### src/hw/rtl/fdr_pkg.sv
// shared types, constants and helpers of the frame dirty-rectangle detector
// no dependencies
package fdr_pkg;

    localparam int COORD_BITS = 15;
    localparam int CFG_BITS   = 15;
    localparam int PIXEL_BITS = 32;
    localparam int IDX_BITS   = 8;
    localparam int DATA_BITS  = 16;

    // configuration register indexes
    localparam logic [IDX_BITS-1:0] REG_FRAME_WIDTH  = 8'd0;
    localparam logic [IDX_BITS-1:0] REG_FRAME_HEIGHT = 8'd1;

    typedef logic [COORD_BITS-1:0] coord_t;

    typedef struct packed {
        coord_t x;
        coord_t y;
        coord_t w;
        coord_t h;
    } rect_t;

    typedef struct packed {
        logic [PIXEL_BITS-1:0] prev_pixel;
        logic [PIXEL_BITS-1:0] curr_pixel;
    } in_t;

    typedef struct packed {
        coord_t rect_x;
        coord_t rect_y;
        coord_t rect_width;
        coord_t rect_height;
        logic   has_rect;
        logic   overflow;
        logic   frame_last;
    } out_t;

    // controller to datapath
    typedef struct packed {
        logic accept;
        logic idx_clr;
        logic idx_inc;
        logic rd_en;
        logic set_ovf;
        logic wr_merge;
        logic wr_new;
        logic emit;
        logic swap;
        logic row_step;
        logic final_out;
        logic frame_clear;
    } cmd_t;

    // datapath to controller
    typedef struct packed {
        logic merge_req;
        logic row_end;
        logic frame_end;
        logic next_full;
        logic idx_end;
        logic cur_valid;
        logic overlap;
        logic emit_ok;
        logic out_free;
    } sts_t;

    function automatic out_t make_out(rect_t r, logic has, logic ovf, logic last);
        out_t o;
        o.rect_x      = has ? r.x : '0;
        o.rect_y      = has ? r.y : '0;
        o.rect_width  = has ? r.w : '0;
        o.rect_height = has ? r.h : '0;
        o.has_rect    = has;
        o.overflow    = ovf;
        o.frame_last  = last;
        return o;
    endfunction

endpackage

### src/hw/rtl/frame_dirty_rectangles.sv
// top level of the frame dirty-rectangle detector
// depends on fdr_pkg, fdr_ctrl, fdr_datapath (and through it fdr_ram)
//
// usage
//   s_ channel: one request per pixel pair (previous and current frame word),
//   raster order. a pixel is dirty when the two words differ; runs of dirty
//   pixels grow rectangles from row to row.
//   m_ channel: one request per finished rectangle. at row end the rectangles
//   that no run continued come out; at frame end every open rectangle follows,
//   the last one flagged frame_last (or an empty marker when there is none).
//   cfg channel: register 0 is frame_width, register 1 frame_height; always
//   ready. the user writes it only while the block is idle; not enforced.
// sequence
//   a pixel with no finished run passes through the accept and start states.
//   closing a run adds a search of the prior-row table, one table entry
//   read per step through the ram read port. a row end adds a pass over the
//   table with an extra step per emitted rectangle, and a frame end a second
//   pass and the final request.
// reset and stall
//   aresetn (synchronous, low) clears counters, valid bits and flags; no
//   clearing pass is needed. a stalled m_ready holds the output register;
//   the emission pass waits on it, and new pixels wait until the pass ends.
module frame_dirty_rectangles #(
    parameter int MAX_RECTS = 32
) (
    input  logic                          aclk,
    input  logic                          aresetn,
    input  logic                          s_valid,
    output logic                          s_ready,
    input  fdr_pkg::in_t                  s_data,
    output logic                          m_valid,
    input  logic                          m_ready,
    output fdr_pkg::out_t                 m_data,
    input  logic                          cfg_valid,
    output logic                          cfg_ready,
    input  logic [fdr_pkg::IDX_BITS-1:0]  cfg_index,
    input  logic [fdr_pkg::DATA_BITS-1:0] cfg_data
);

    fdr_pkg::cmd_t cmd;
    fdr_pkg::sts_t sts;

    // config writes are taken at any time
    assign cfg_ready = 1'b1;

    // sequencer
    fdr_ctrl u_ctrl (
        .aclk    (aclk),
        .aresetn (aresetn),
        .s_valid (s_valid),
        .s_ready (s_ready),
        .sts     (sts),
        .cmd     (cmd)
    );

    // tables, counters and result registers
    fdr_datapath #(
        .MAX_RECTS (MAX_RECTS)
    ) u_datapath (
        .aclk      (aclk),
        .aresetn   (aresetn),
        .cmd       (cmd),
        .sts       (sts),
        .s_data    (s_data),
        .cfg_valid (cfg_valid),
        .cfg_index (cfg_index),
        .cfg_data  (cfg_data),
        .m_valid   (m_valid),
        .m_ready   (m_ready),
        .m_data    (m_data)
    );

endmodule

### src/hw/rtl/fdr_ram.sv
// generic single-write, single-read ram with registered read data
// no dependencies
module fdr_ram #(
    parameter int WIDTH = 60,
    parameter int DEPTH = 32
) (
    input  logic                     aclk,
    input  logic                     we,
    input  logic [$clog2(DEPTH)-1:0] waddr,
    input  logic [WIDTH-1:0]         wdata,
    input  logic                     re,
    input  logic [$clog2(DEPTH)-1:0] raddr,
    output logic [WIDTH-1:0]         rdata
);

    logic [WIDTH-1:0] mem [DEPTH];

    always_ff @(posedge aclk) begin
        if (we) begin
            mem[waddr] <= wdata;
        end
        if (re) begin
            rdata <= mem[raddr];
        end
    end

endmodule

### src/hw/rtl/fdr_ctrl.sv
// sequencer of the dirty-rectangle detector: merge search, emission passes, frame end
// depends on fdr_pkg
module fdr_ctrl (
    input  logic          aclk,
    input  logic          aresetn,
    input  logic          s_valid,
    output logic          s_ready,
    input  fdr_pkg::sts_t sts,
    output fdr_pkg::cmd_t cmd
);

    typedef enum logic [2:0] {
        ST_IDLE,
        ST_START,
        ST_MSCAN,
        ST_MCMP,
        ST_ESCAN,
        ST_EDATA,
        ST_FINAL
    } state_t;

    state_t state_reg, state_next;
    logic   pass_reg, pass_next;

    assign s_ready = (state_reg == ST_IDLE);

    always_comb begin
        state_next = state_reg;
        pass_next  = pass_reg;
        cmd        = '0;
        unique case (state_reg)
            ST_IDLE: begin
                if (s_valid) begin
                    cmd.accept = 1'b1;
                    state_next = ST_START;
                end
            end
            ST_START: begin
                if (sts.merge_req && !sts.next_full) begin
                    cmd.idx_clr = 1'b1;
                    state_next  = ST_MSCAN;
                end else begin
                    cmd.set_ovf = sts.merge_req;
                    if (sts.row_end) begin
                        cmd.idx_clr = 1'b1;
                        pass_next   = 1'b0;
                        state_next  = ST_ESCAN;
                    end else begin
                        state_next = ST_IDLE;
                    end
                end
            end
            ST_MSCAN: begin
                if (sts.idx_end) begin
                    cmd.wr_new = 1'b1;
                    if (sts.row_end) begin
                        cmd.idx_clr = 1'b1;
                        pass_next   = 1'b0;
                        state_next  = ST_ESCAN;
                    end else begin
                        state_next = ST_IDLE;
                    end
                end else if (sts.cur_valid) begin
                    cmd.rd_en  = 1'b1;
                    state_next = ST_MCMP;
                end else begin
                    cmd.idx_inc = 1'b1;
                end
            end
            ST_MCMP: begin
                if (sts.overlap) begin
                    cmd.wr_merge = 1'b1;
                    if (sts.row_end) begin
                        cmd.idx_clr = 1'b1;
                        pass_next   = 1'b0;
                        state_next  = ST_ESCAN;
                    end else begin
                        state_next = ST_IDLE;
                    end
                end else begin
                    cmd.idx_inc = 1'b1;
                    state_next  = ST_MSCAN;
                end
            end
            ST_ESCAN: begin
                if (sts.idx_end) begin
                    if (!pass_reg) begin
                        cmd.swap = 1'b1;
                        if (sts.frame_end) begin
                            cmd.idx_clr = 1'b1;
                            pass_next   = 1'b1;
                        end else begin
                            cmd.row_step = 1'b1;
                            state_next   = ST_IDLE;
                        end
                    end else begin
                        state_next = ST_FINAL;
                    end
                end else if (sts.cur_valid) begin
                    cmd.rd_en  = 1'b1;
                    state_next = ST_EDATA;
                end else begin
                    cmd.idx_inc = 1'b1;
                end
            end
            ST_EDATA: begin
                if (sts.emit_ok) begin
                    cmd.emit    = 1'b1;
                    cmd.idx_inc = 1'b1;
                    state_next  = ST_ESCAN;
                end
            end
            ST_FINAL: begin
                if (sts.out_free) begin
                    cmd.final_out   = 1'b1;
                    cmd.frame_clear = 1'b1;
                    state_next      = ST_IDLE;
                end
            end
            default: state_next = ST_IDLE;
        endcase
    end

    always_ff @(posedge aclk) begin
        if (!aresetn) begin
            state_reg <= ST_IDLE;
            pass_reg  <= 1'b0;
        end else begin
            state_reg <= state_next;
            pass_reg  <= pass_next;
        end
    end

endmodule

### src/hw/rtl/fdr_datapath.sv
// datapath: counters, run tracking, ping-pong rectangle tables, result registers
// depends on fdr_pkg and fdr_ram
module fdr_datapath #(
    parameter int MAX_RECTS = 32
) (
    input  logic                            aclk,
    input  logic                            aresetn,
    input  fdr_pkg::cmd_t                   cmd,
    output fdr_pkg::sts_t                   sts,
    input  fdr_pkg::in_t                    s_data,
    input  logic                            cfg_valid,
    input  logic [fdr_pkg::IDX_BITS-1:0]    cfg_index,
    input  logic [fdr_pkg::DATA_BITS-1:0]   cfg_data,
    output logic                            m_valid,
    input  logic                            m_ready,
    output fdr_pkg::out_t                   m_data
);

    localparam int CB = fdr_pkg::COORD_BITS;
    localparam int AW = $clog2(MAX_RECTS);
    localparam int IW = $clog2(MAX_RECTS + 1);
    localparam int RW = $bits(fdr_pkg::rect_t);

    logic [fdr_pkg::CFG_BITS-1:0] frame_width_reg, frame_height_reg;
    fdr_pkg::coord_t col_reg, row_reg, run_start_reg, sx_reg;
    logic            run_open_reg;
    logic [CB:0]     ex_reg;
    logic            merge_req_reg, row_end_reg, frame_end_reg;
    logic [IW-1:0]   idx_reg, count_reg;
    logic [MAX_RECTS-1:0] valid_reg, valid_next, thermo;
    logic            sel_reg, ovf_reg;
    logic            pend_valid_reg;
    fdr_pkg::rect_t  pend_reg;
    logic            m_valid_reg;
    fdr_pkg::out_t   m_data_reg;

    // step decode at accept
    logic        dirty, row_end, frame_end, run_close;
    logic [CB:0] col_inc, row_inc;

    assign dirty     = (s_data.prev_pixel != s_data.curr_pixel);
    assign col_inc   = {1'b0, col_reg} + (CB+1)'(1);
    assign row_inc   = {1'b0, row_reg} + (CB+1)'(1);
    assign row_end   = (col_inc >= (CB+1)'(frame_width_reg));
    assign frame_end = row_end && (row_inc >= (CB+1)'(frame_height_reg));
    assign run_close = !dirty && run_open_reg;

    // table banks
    logic [RW-1:0]   rdata_bank [2];
    fdr_pkg::rect_t  rd_rect, merged, fresh, wr_rect;
    logic            wr_en;
    logic [CB:0]     rend, ne, merged_diff, fresh_diff, sx_ext;
    fdr_pkg::coord_t nx;

    assign rd_rect = fdr_pkg::rect_t'(rdata_bank[sel_reg]);
    assign sx_ext  = {1'b0, sx_reg};
    assign rend    = {1'b0, rd_rect.x} + {1'b0, rd_rect.w};
    assign nx      = (sx_reg < rd_rect.x) ? sx_reg : rd_rect.x;
    assign ne      = (ex_reg > rend) ? ex_reg : rend;
    assign merged_diff = ne - {1'b0, nx};
    assign fresh_diff  = ex_reg - sx_ext;

    always_comb begin
        merged.x = nx;
        merged.w = merged_diff[CB-1:0];
        merged.y = rd_rect.y;
        merged.h = (rd_rect.h == '1) ? rd_rect.h : rd_rect.h + CB'(1);
        fresh.x  = sx_reg;
        fresh.y  = row_reg;
        fresh.w  = fresh_diff[CB-1:0];
        fresh.h  = CB'(1);
    end

    assign wr_en   = cmd.wr_merge || cmd.wr_new;
    assign wr_rect = cmd.wr_merge ? merged : fresh;

    for (genvar b = 0; b < 2; b++) begin : g_bank
        fdr_ram #(
            .WIDTH (RW),
            .DEPTH (MAX_RECTS)
        ) u_ram (
            .aclk  (aclk),
            .we    (wr_en && (sel_reg != 1'(b))),
            .waddr (count_reg[AW-1:0]),
            .wdata (wr_rect),
            .re    (cmd.rd_en && (sel_reg == 1'(b))),
            .raddr (idx_reg[AW-1:0]),
            .rdata (rdata_bank[b])
        );
    end

    // status
    logic out_free;
    assign out_free = !m_valid_reg || m_ready;

    always_comb begin
        sts.merge_req = merge_req_reg;
        sts.row_end   = row_end_reg;
        sts.frame_end = frame_end_reg;
        sts.next_full = (count_reg == IW'(MAX_RECTS));
        sts.idx_end   = (idx_reg == IW'(MAX_RECTS));
        sts.cur_valid = !sts.idx_end && valid_reg[idx_reg[AW-1:0]];
        sts.overlap   = (sx_ext < rend) && (ex_reg > {1'b0, rd_rect.x});
        sts.emit_ok   = frame_end_reg ? (!pend_valid_reg || out_free) : out_free;
        sts.out_free  = out_free;
    end

    // valid bits of the open bank
    always_comb begin
        for (int i = 0; i < MAX_RECTS; i++) begin
            thermo[i] = (IW'(i) < count_reg);
        end
        valid_next = valid_reg;
        if (cmd.wr_merge || cmd.emit) begin
            valid_next[idx_reg[AW-1:0]] = 1'b0;
        end
        if (cmd.swap) begin
            valid_next = thermo;
        end
        if (cmd.frame_clear) begin
            valid_next = '0;
        end
    end

    always_ff @(posedge aclk) begin
        if (!aresetn) begin
            frame_width_reg  <= fdr_pkg::CFG_BITS'(1);
            frame_height_reg <= fdr_pkg::CFG_BITS'(1);
            col_reg          <= '0;
            row_reg          <= '0;
            run_start_reg    <= '0;
            run_open_reg     <= 1'b0;
            merge_req_reg    <= 1'b0;
            row_end_reg      <= 1'b0;
            frame_end_reg    <= 1'b0;
            idx_reg          <= '0;
            count_reg        <= '0;
            valid_reg        <= '0;
            sel_reg          <= 1'b0;
            ovf_reg          <= 1'b0;
            pend_valid_reg   <= 1'b0;
            m_valid_reg      <= 1'b0;
        end else begin
            if (cfg_valid) begin
                if (cfg_index == fdr_pkg::REG_FRAME_WIDTH) begin
                    frame_width_reg <= cfg_data[fdr_pkg::CFG_BITS-1:0];
                end else if (cfg_index == fdr_pkg::REG_FRAME_HEIGHT) begin
                    frame_height_reg <= cfg_data[fdr_pkg::CFG_BITS-1:0];
                end
            end

            if (cmd.accept) begin
                merge_req_reg <= run_close || (row_end && (dirty || run_open_reg));
                row_end_reg   <= row_end;
                frame_end_reg <= frame_end;
                run_open_reg  <= dirty && !row_end;
                if (dirty && !run_open_reg) begin
                    run_start_reg <= col_reg;
                    sx_reg        <= col_reg;
                end else begin
                    sx_reg        <= run_start_reg;
                end
                ex_reg  <= run_close ? {1'b0, col_reg} : col_inc;
                col_reg <= row_end ? '0 : col_inc[CB-1:0];
            end

            if (cmd.idx_clr) begin
                idx_reg <= '0;
            end else if (cmd.idx_inc) begin
                idx_reg <= idx_reg + IW'(1);
            end

            if (cmd.set_ovf) begin
                ovf_reg <= 1'b1;
            end

            valid_reg <= valid_next;

            if (wr_en) begin
                count_reg <= count_reg + IW'(1);
            end
            if (cmd.swap) begin
                sel_reg   <= !sel_reg;
                count_reg <= '0;
            end

            if (cmd.row_step) begin
                row_reg <= row_inc[CB-1:0];
            end

            if (m_valid_reg && m_ready) begin
                m_valid_reg <= 1'b0;
            end

            if (cmd.emit) begin
                if (!frame_end_reg) begin
                    m_valid_reg <= 1'b1;
                    m_data_reg  <= fdr_pkg::make_out(rd_rect, 1'b1, ovf_reg, 1'b0);
                end else begin
                    if (pend_valid_reg) begin
                        m_valid_reg <= 1'b1;
                        m_data_reg  <= fdr_pkg::make_out(pend_reg, 1'b1, ovf_reg, 1'b0);
                    end
                    pend_valid_reg <= 1'b1;
                    pend_reg       <= rd_rect;
                end
            end

            if (cmd.final_out) begin
                m_valid_reg    <= 1'b1;
                m_data_reg     <= fdr_pkg::make_out(pend_reg, pend_valid_reg, ovf_reg, 1'b1);
                pend_valid_reg <= 1'b0;
            end

            if (cmd.frame_clear) begin
                row_reg       <= '0;
                run_start_reg <= '0;
                ovf_reg       <= 1'b0;
                count_reg     <= '0;
            end
        end
    end

    assign m_valid = m_valid_reg;
    assign m_data  = m_data_reg;

endmodule

### config.mk
export PLATFORM = sky130hd
export DESIGN_NAME = frame_dirty_rectangles
export DESIGN_NICKNAME = d
export VERILOG_FILES = /design/src/hw/rtl/fdr_pkg.sv /design/src/hw/rtl/frame_dirty_rectangles.sv /design/src/hw/rtl/fdr_ram.sv /design/src/hw/rtl/fdr_ctrl.sv /design/src/hw/rtl/fdr_datapath.sv
export SDC_FILE = /design/constraint.sdc
export NUM_CORES = 2
export LEC_CHECK = 0
export BUFFER_PORTS_ARGS = -buffer_cell sky130_fd_sc_hd__buf_2
export CORE_AREA = 10 10 618 620
export DETAILED_ROUTE_END_ITERATION = 10
export DIE_AREA = 0 0 628 630
export SLEW_MARGIN = 20
export SYNTH_ARGS = -nofsm -noshare
export SYNTH_HDL_FRONTEND = slang
export SYNTH_SLANG_ARGS = --single-unit
### constraint.sdc
create_clock -name aclk -period 17.8 [get_ports aclk]
set_input_delay 3.56 -clock aclk [delete_from_list [all_inputs] [get_ports aclk]]
set_output_delay 3.56 -clock aclk [all_outputs]
set_load 0.02 [all_outputs]
# After elaboration in Yosys (flattened, before gate mapping)
# Memories as Yosys holds them, arrays and structs flattened. A register that Yosys moved wholly into a read port is not among the register bits.
# Index checks and enable logic that the tools add are counted.
[totals]
register_bits = 285
ramBits = 3840
inputBits = 93
output_inout_bits = 66
wordCells = 241
memories = 2
[classes]
add_sub_neg = 8
magnitude_cmp = 41
n_eq_ne = 22
mux = 84
n_bitwise = 6
reduce_logical = 46
[memory_table]
columns = ["memory", "words", "width", "rd", "rd_clocked_by_memory_dff", "wr", "line_no", "text"]
rows = [
  ["u_datapath.g_bank[0].u_ram.mem", 32, 60, 1, 1, 1, "fdr_ram.sv:16", "logic [WIDTH-1:0] mem [DEPTH];"],
  ["u_datapath.g_bank[1].u_ram.mem", 32, 60, 1, 1, 1, "fdr_ram.sv:16", ""],
]
[op_table]
columns = ["operator", "count"]
rows = [
  ["63-bit two-way mux", 4],
  ["60-bit two-way mux", 4],
  ["15-bit two-way mux", 10],
  ["5-bit by 6-bit < comparator with 1-bit output (first input constant)", 16],
  ["32-bit two-way mux", 2],
  ["4-bit by 6-bit < comparator with 1-bit output (first input constant)", 8],
  ["1-bit two-way mux", 40],
  ["3-bit two-way mux", 12],
  ["15-bit by 1-bit adder with 16-bit output (second input constant)", 2],
  ["32-bit bitwise AND", 1],
  ["16-bit by 15-bit greater-or-equal comparator with 1-bit output", 2],
  ["32-bit inequality test", 1],
  ["32-bit NOT", 1],
  ["15-bit subtractor", 2],
  ["3-bit by 6-bit < comparator with 1-bit output (first input constant)", 4],
  ["3-bit case mux with 7 select lines", 1],
  ["15-bit by 15-bit adder with 16-bit output", 1],
  ["16-bit by 15-bit > comparator with 1-bit output", 1],
  ["16-bit > comparator", 1],
  ["15-bit by 16-bit < comparator with 1-bit output", 1],
  ["15-bit by 1-bit adder with 15-bit output (second input constant)", 1],
  ["15-bit == test (second input constant)", 1],
  ["15-bit < comparator", 1],
  ["1-bit logical AND", 14],
  ["34 further kinds", 76],
]

# Depth between registers and ports, before layout
[logic_depth]
ltp_word = 13
mapped_depth = 37
mapped_depth_nobuf = 33

# By module
# A second synthesis with hierarchy kept.
[unflattened]
hier_cells = 10318
area_unflattened_um2 = 171285.5
[by_module_without_submodules]
columns = ["module", "n_inst", "cells_each", "area_per_inst_um2", "seq_area_each_um2"]
rows = [
  ["fdr_ram", 2, 4195, 76473.3, 59457.0],
  ["fdr_datapath", 1, 1861, 17840.9, 7166.9],
  ["fdr_ctrl", 1, 65, 486.7, 80.1],
  ["frame_dirty_rectangles", 1, 2, 11.3, 0.0],
]

# Worst setup path after synthesis
# OpenSTA, ideal clock, no wires.
[synth_path]
path_kind = "reg-to-reg"
startpoint = "register u_datapath.sel_reg"
endpoint = "memory u_datapath.g_bank[0].u_ram.mem[0][20] (data pin)"
setup_time_ps = 720
arrival_time_ps = 8741
required_ps = 17080
path_slack_ps = 8339
stages_incl_launch_ff = 31
path_buffers = 5
synth_period_minus_slack_ps = 9461
path_cell_list = "dfxtp_1 -> buf_2 -> buf_4 -> buf_1 -> clkbuf_1 -> mux2_2 -> ha_1 -> fa_1 -> a21oi_1 -> o22ai_1 -> nor2_1 -> o21bai_1 -> a21oi_1 -> xor2_1 -> ha_1 -> or2_2 -> o21ai_0 -> a211oi_1 -> o41a_1 -> o21ai_1 -> a21o_1 -> buf_6 -> nor2_1 -> a21o_1 -> ha_1 -> nor2b_1 -> o21ai_0 -> a21boi_0 -> o21ai_0 -> a21boi_0 -> o31ai_1"
[synth_lines]
columns = ["element", "line_no", "text"]
rows = [
  ["start, declared", "fdr_datapath.sv:31", "logic sel_reg, ovf_reg;"],
  ["start signal, assigned", "fdr_datapath.sv:183", "sel_reg <= !sel_reg;"],
  ["end, declared", "fdr_ram.sv:16", ""],
]

==> results.md <==
- DP Area: 174000 sq um
- Slowest-stage cell, CP: dfxtp_4
- Total global routing overflow: 0
- Final worst slack: 8.10 ns
- Count of buffers from port buffering: 156
- Largest fanout on the critical path: 64
- Final Instance Area: 188000 sq um
- Nets: 8655
- Crit path launch type: register
- Required time of the critical path: 18.47 ns
- Most common library cells after synthesis: edfxtp_1 (4114), mux4_2 (968), a22oi_1 (485), clkbuf_1 (309), nor2_1 (246)
- RD Place Congestion: 0.871
- PD cells: 121 nW/um^2
- Int Pwr: 17300 uW
- CTS sink cnt: 4245
- Run status: complete, no violations
- P&R area growth vs syn: 13.5%
- R2r setup slk: 8.10 ns
- Drt drc: 0
- EDFF count, synth: 4114
- CTS clk-pin slew, worst paths: 0.06 ns
- Prevailing post-synth register cell: edfxtp_1
- Total GRT Usage: 23.7%
- Period utilisation layout: 54.5%
- Synth Instances: 7985
- Synth unique cells: 82
- Fin util: 50.9%
- Routed via count: 86644
- Crit Path Class: register to register
- CP startpoint: u_datapath.sel_reg
- CP Capture Type: register
- Initial Utilization: 44.9%
- Die area: 396000 sq um
- Reg2Reg Capture Point: u_datapath.g_bank[0].u_ram.mem[20][29]
- Fin Setup TNS: 0 ns
- CP max stage delay: 0.76 ns
- Largest net degree at the start of global routing: 123
- Critical path data arrival time: 10.37 ns
- Setup violators final: 0
- Synth top area share: 74.7%
- Postcts setup bufs: 0
- Clock skew: 0.0885 ns
- Avg Cell Area, Syn: 20.7 sq um
- Clk buf depth: 4
- Largest cells by area after synthesis: edfxtp_1 (75%), mux4_2 (13%), a22oi_1 (2.2%)
- Place WS: 8.24 ns
- CP endpoint: u_datapath.g_bank[0].u_ram.mem[20][29]
- Max IR drop VDD: 0.0812 mV
- Post-cts resize count: 0
- Routed WL: 483 mm
- Depth of the most critical reg-to-reg path: 29
- Hold Crit Class: register to register
- Sequential power share: 50.8%
- TritonCTS Buffers: 426
- Layout cells sized above 1: 25.3%
- DR WL/cell: 35.2 microns
- Core box area: 369000 sq um
- CP dominant cell by count: a21oi_1
- Drt first pass iters: 5
- Avg Vias per Cell: 6.31
- Initial antenna violation count: 17
- Max reg flops: 3840
- Relative slew slack: 16.3%
- FF-to-FF Start: u_datapath.sel_reg
- Tightest Pin Transition: 1.26 ns
- Clock latency on the worst-skew pair: 1.02 ns
- Die Wd: 628 microns
- Unrepaired setup endpoints after global routing: false
- Leakage: 0.0577 uW
- Fin. max-slew vios: 0
- DRT antenna net count: 0
- Detailed placement HPWL: 258 mm
- Clk pwr share: 38.3%
- CTS tree: done
- Maxcap violations: 0
- Syn_nets: 8220
- Switching Fraction: 23.9%
- Die extent in y: 630 microns
- Htree depth: 5
- DRT iter0 DRCs: 11870
- Psw: 5440 uW
- Combinational share of power: 10.9%
- Cell area after synthesis: 165000 sq um
- Hold-fix buffers, CTS: 0
- Yosys top cell by area: edfxtp_1
- Final critical-path required period: 9.70 ns
- #FFs+latches synth: 4245
- Fmax: 0.103 GHz
- Post-synth ARST share: 0%
- Most frequent cell after synthesis: edfxtp_1
- Root cell of the clock tree: clkbuf_16
- Sequential area share after synthesis: 76.3%
- IO Count: 159
- Global-route wire length before repair: 674 mm
- Vias in the first global route: 85601
- # rows: 223
- Final Hold Fails: 0
- Synth warn: 0
-- per-layer routing --
layer | track usage, % | routed length, microns | up-vias
li1 | - | - | 34287
met2 | 38.4 | 232000 | 4806
met4 | 6.81 | 15200 | 4
met3 | 3.95 | 45500 | 794
met5 | 0 | 30 | -
met1 | 33.4 | 191000 | 46753
-- critical path: cells and delay by family, from the launching register on --
family / cells / cell delay, ns
AND/OR/NAND/NOR: 2 / 0.33
AO/OA/AOI/OAI: 17 / 3.82
multiplexers: 1 / 0.55
XOR/XNOR: 1 / 0.30
buffers and inverters: 4 / 1.93
adder cells (fa/ha/maj): 4 / 1.44
flip-flops: 1 / 0.76
-- placed cells by master (no fill, tap or decap), types with 15 or more instances in the layout --
master	netlist	routed
nor2b_1	48	48
clkbuf_1	309	86
bufinv_16	0	31
nand3_1	57	57
mux2_2	67	67
a22oi_1	485	485
nor2_1	246	169
inv_1	109	109
buf_4	2	269
clkinv_1	0	111
a211oi_1	15	15
a21o_1	35	35
clkinv_2	0	76
nand4_1	130	130
buf_2	18	156
xor2_1	80	80
nor3_1	53	49
ha_1	139	139
and3_1	23	18
clkbuf_16	0	427
dfxtp_1	131	128
xnor2_1	52	52
nor2_4	0	77
mux2i_1	65	61
edfxtp_1	4114	4114
nand2_1	201	201
o21ai_0	112	98
mux4_2	968	968
nand2b_1	22	21
a21oi_1	149	140
a22o_1	34	34
a31oi_1	16	16
-- final cells by class --
| cell class | instances | area, sq um |
|---|---|---|
| antenna | 7 | 17.5 |
| timing repair buffer | 446 | 3260 |
| clock inverter | 259 | 2370 |
| multi-input combinational | 3192 | 38100 |
| tap | 4950 | 6190 |
| clock buffer | 516 | 11000 |
| inverter | 109 | 409 |
| sequential | 4245 | 126000 |
| fill | 29055 | 181000 |
-- stage by stage --
step                      hold WS, ns  instances  total power (uW)
after floorplan                 0.409       7985             13400
after global placement          0.441      12930             14200
after detailed placement        0.453      12935             14200
after CTS                       0.461      13710             22900
after global routing            0.476      13719             23400
final                           0.463      13724             22700
-- kinds of logic (layout without fill, tap and decap cells) --
family                     after synthesis  after routing  synth area share [%]
other                                    1              8               0.00227
buffers and inverters                  548           1330                  1.27
and+or+nand+nor                        855            855                  2.52
DFF                                   4245           4245                  76.3
xor gates and xnor gates               132            132                 0.699
AOI/OAI and AO/OA                      962            962                  4.06
muxes                                 1100           1100                  14.0
adders and majority gates              142            142                  1.09
-- power by group through the flow --
stage	logic, uW	clock network (uW)	registers, uW
finish	2480	8710	11500
detailed placement	2490	0	11800
CTS	2500	8820	11500
global route	2670	9230	11500
floorplan	1680	0	11800
global placement	2420	0	11700
-- worst min-delay path by stage --
stage / start / end / slack (ns) / depth (start not counted)
after floorplan: u_datapath.ovf_reg / u_datapath.m_data[1] / 0.41 / 0
after global placement: u_datapath.valid_reg[31] / u_datapath.valid_reg[31] / 0.44 / 2
after detailed placement: u_datapath.valid_reg[31] / u_datapath.valid_reg[31] / 0.45 / 2
after CTS: u_datapath.valid_reg[31] / u_datapath.valid_reg[31] / 0.46 / 2
after global routing: u_datapath.valid_reg[31] / u_datapath.valid_reg[31] / 0.48 / 2
final: u_datapath.valid_reg[31] / u_datapath.valid_reg[31] / 0.46 / 2
No activity file was read; power rests on OpenSTA's default activity.
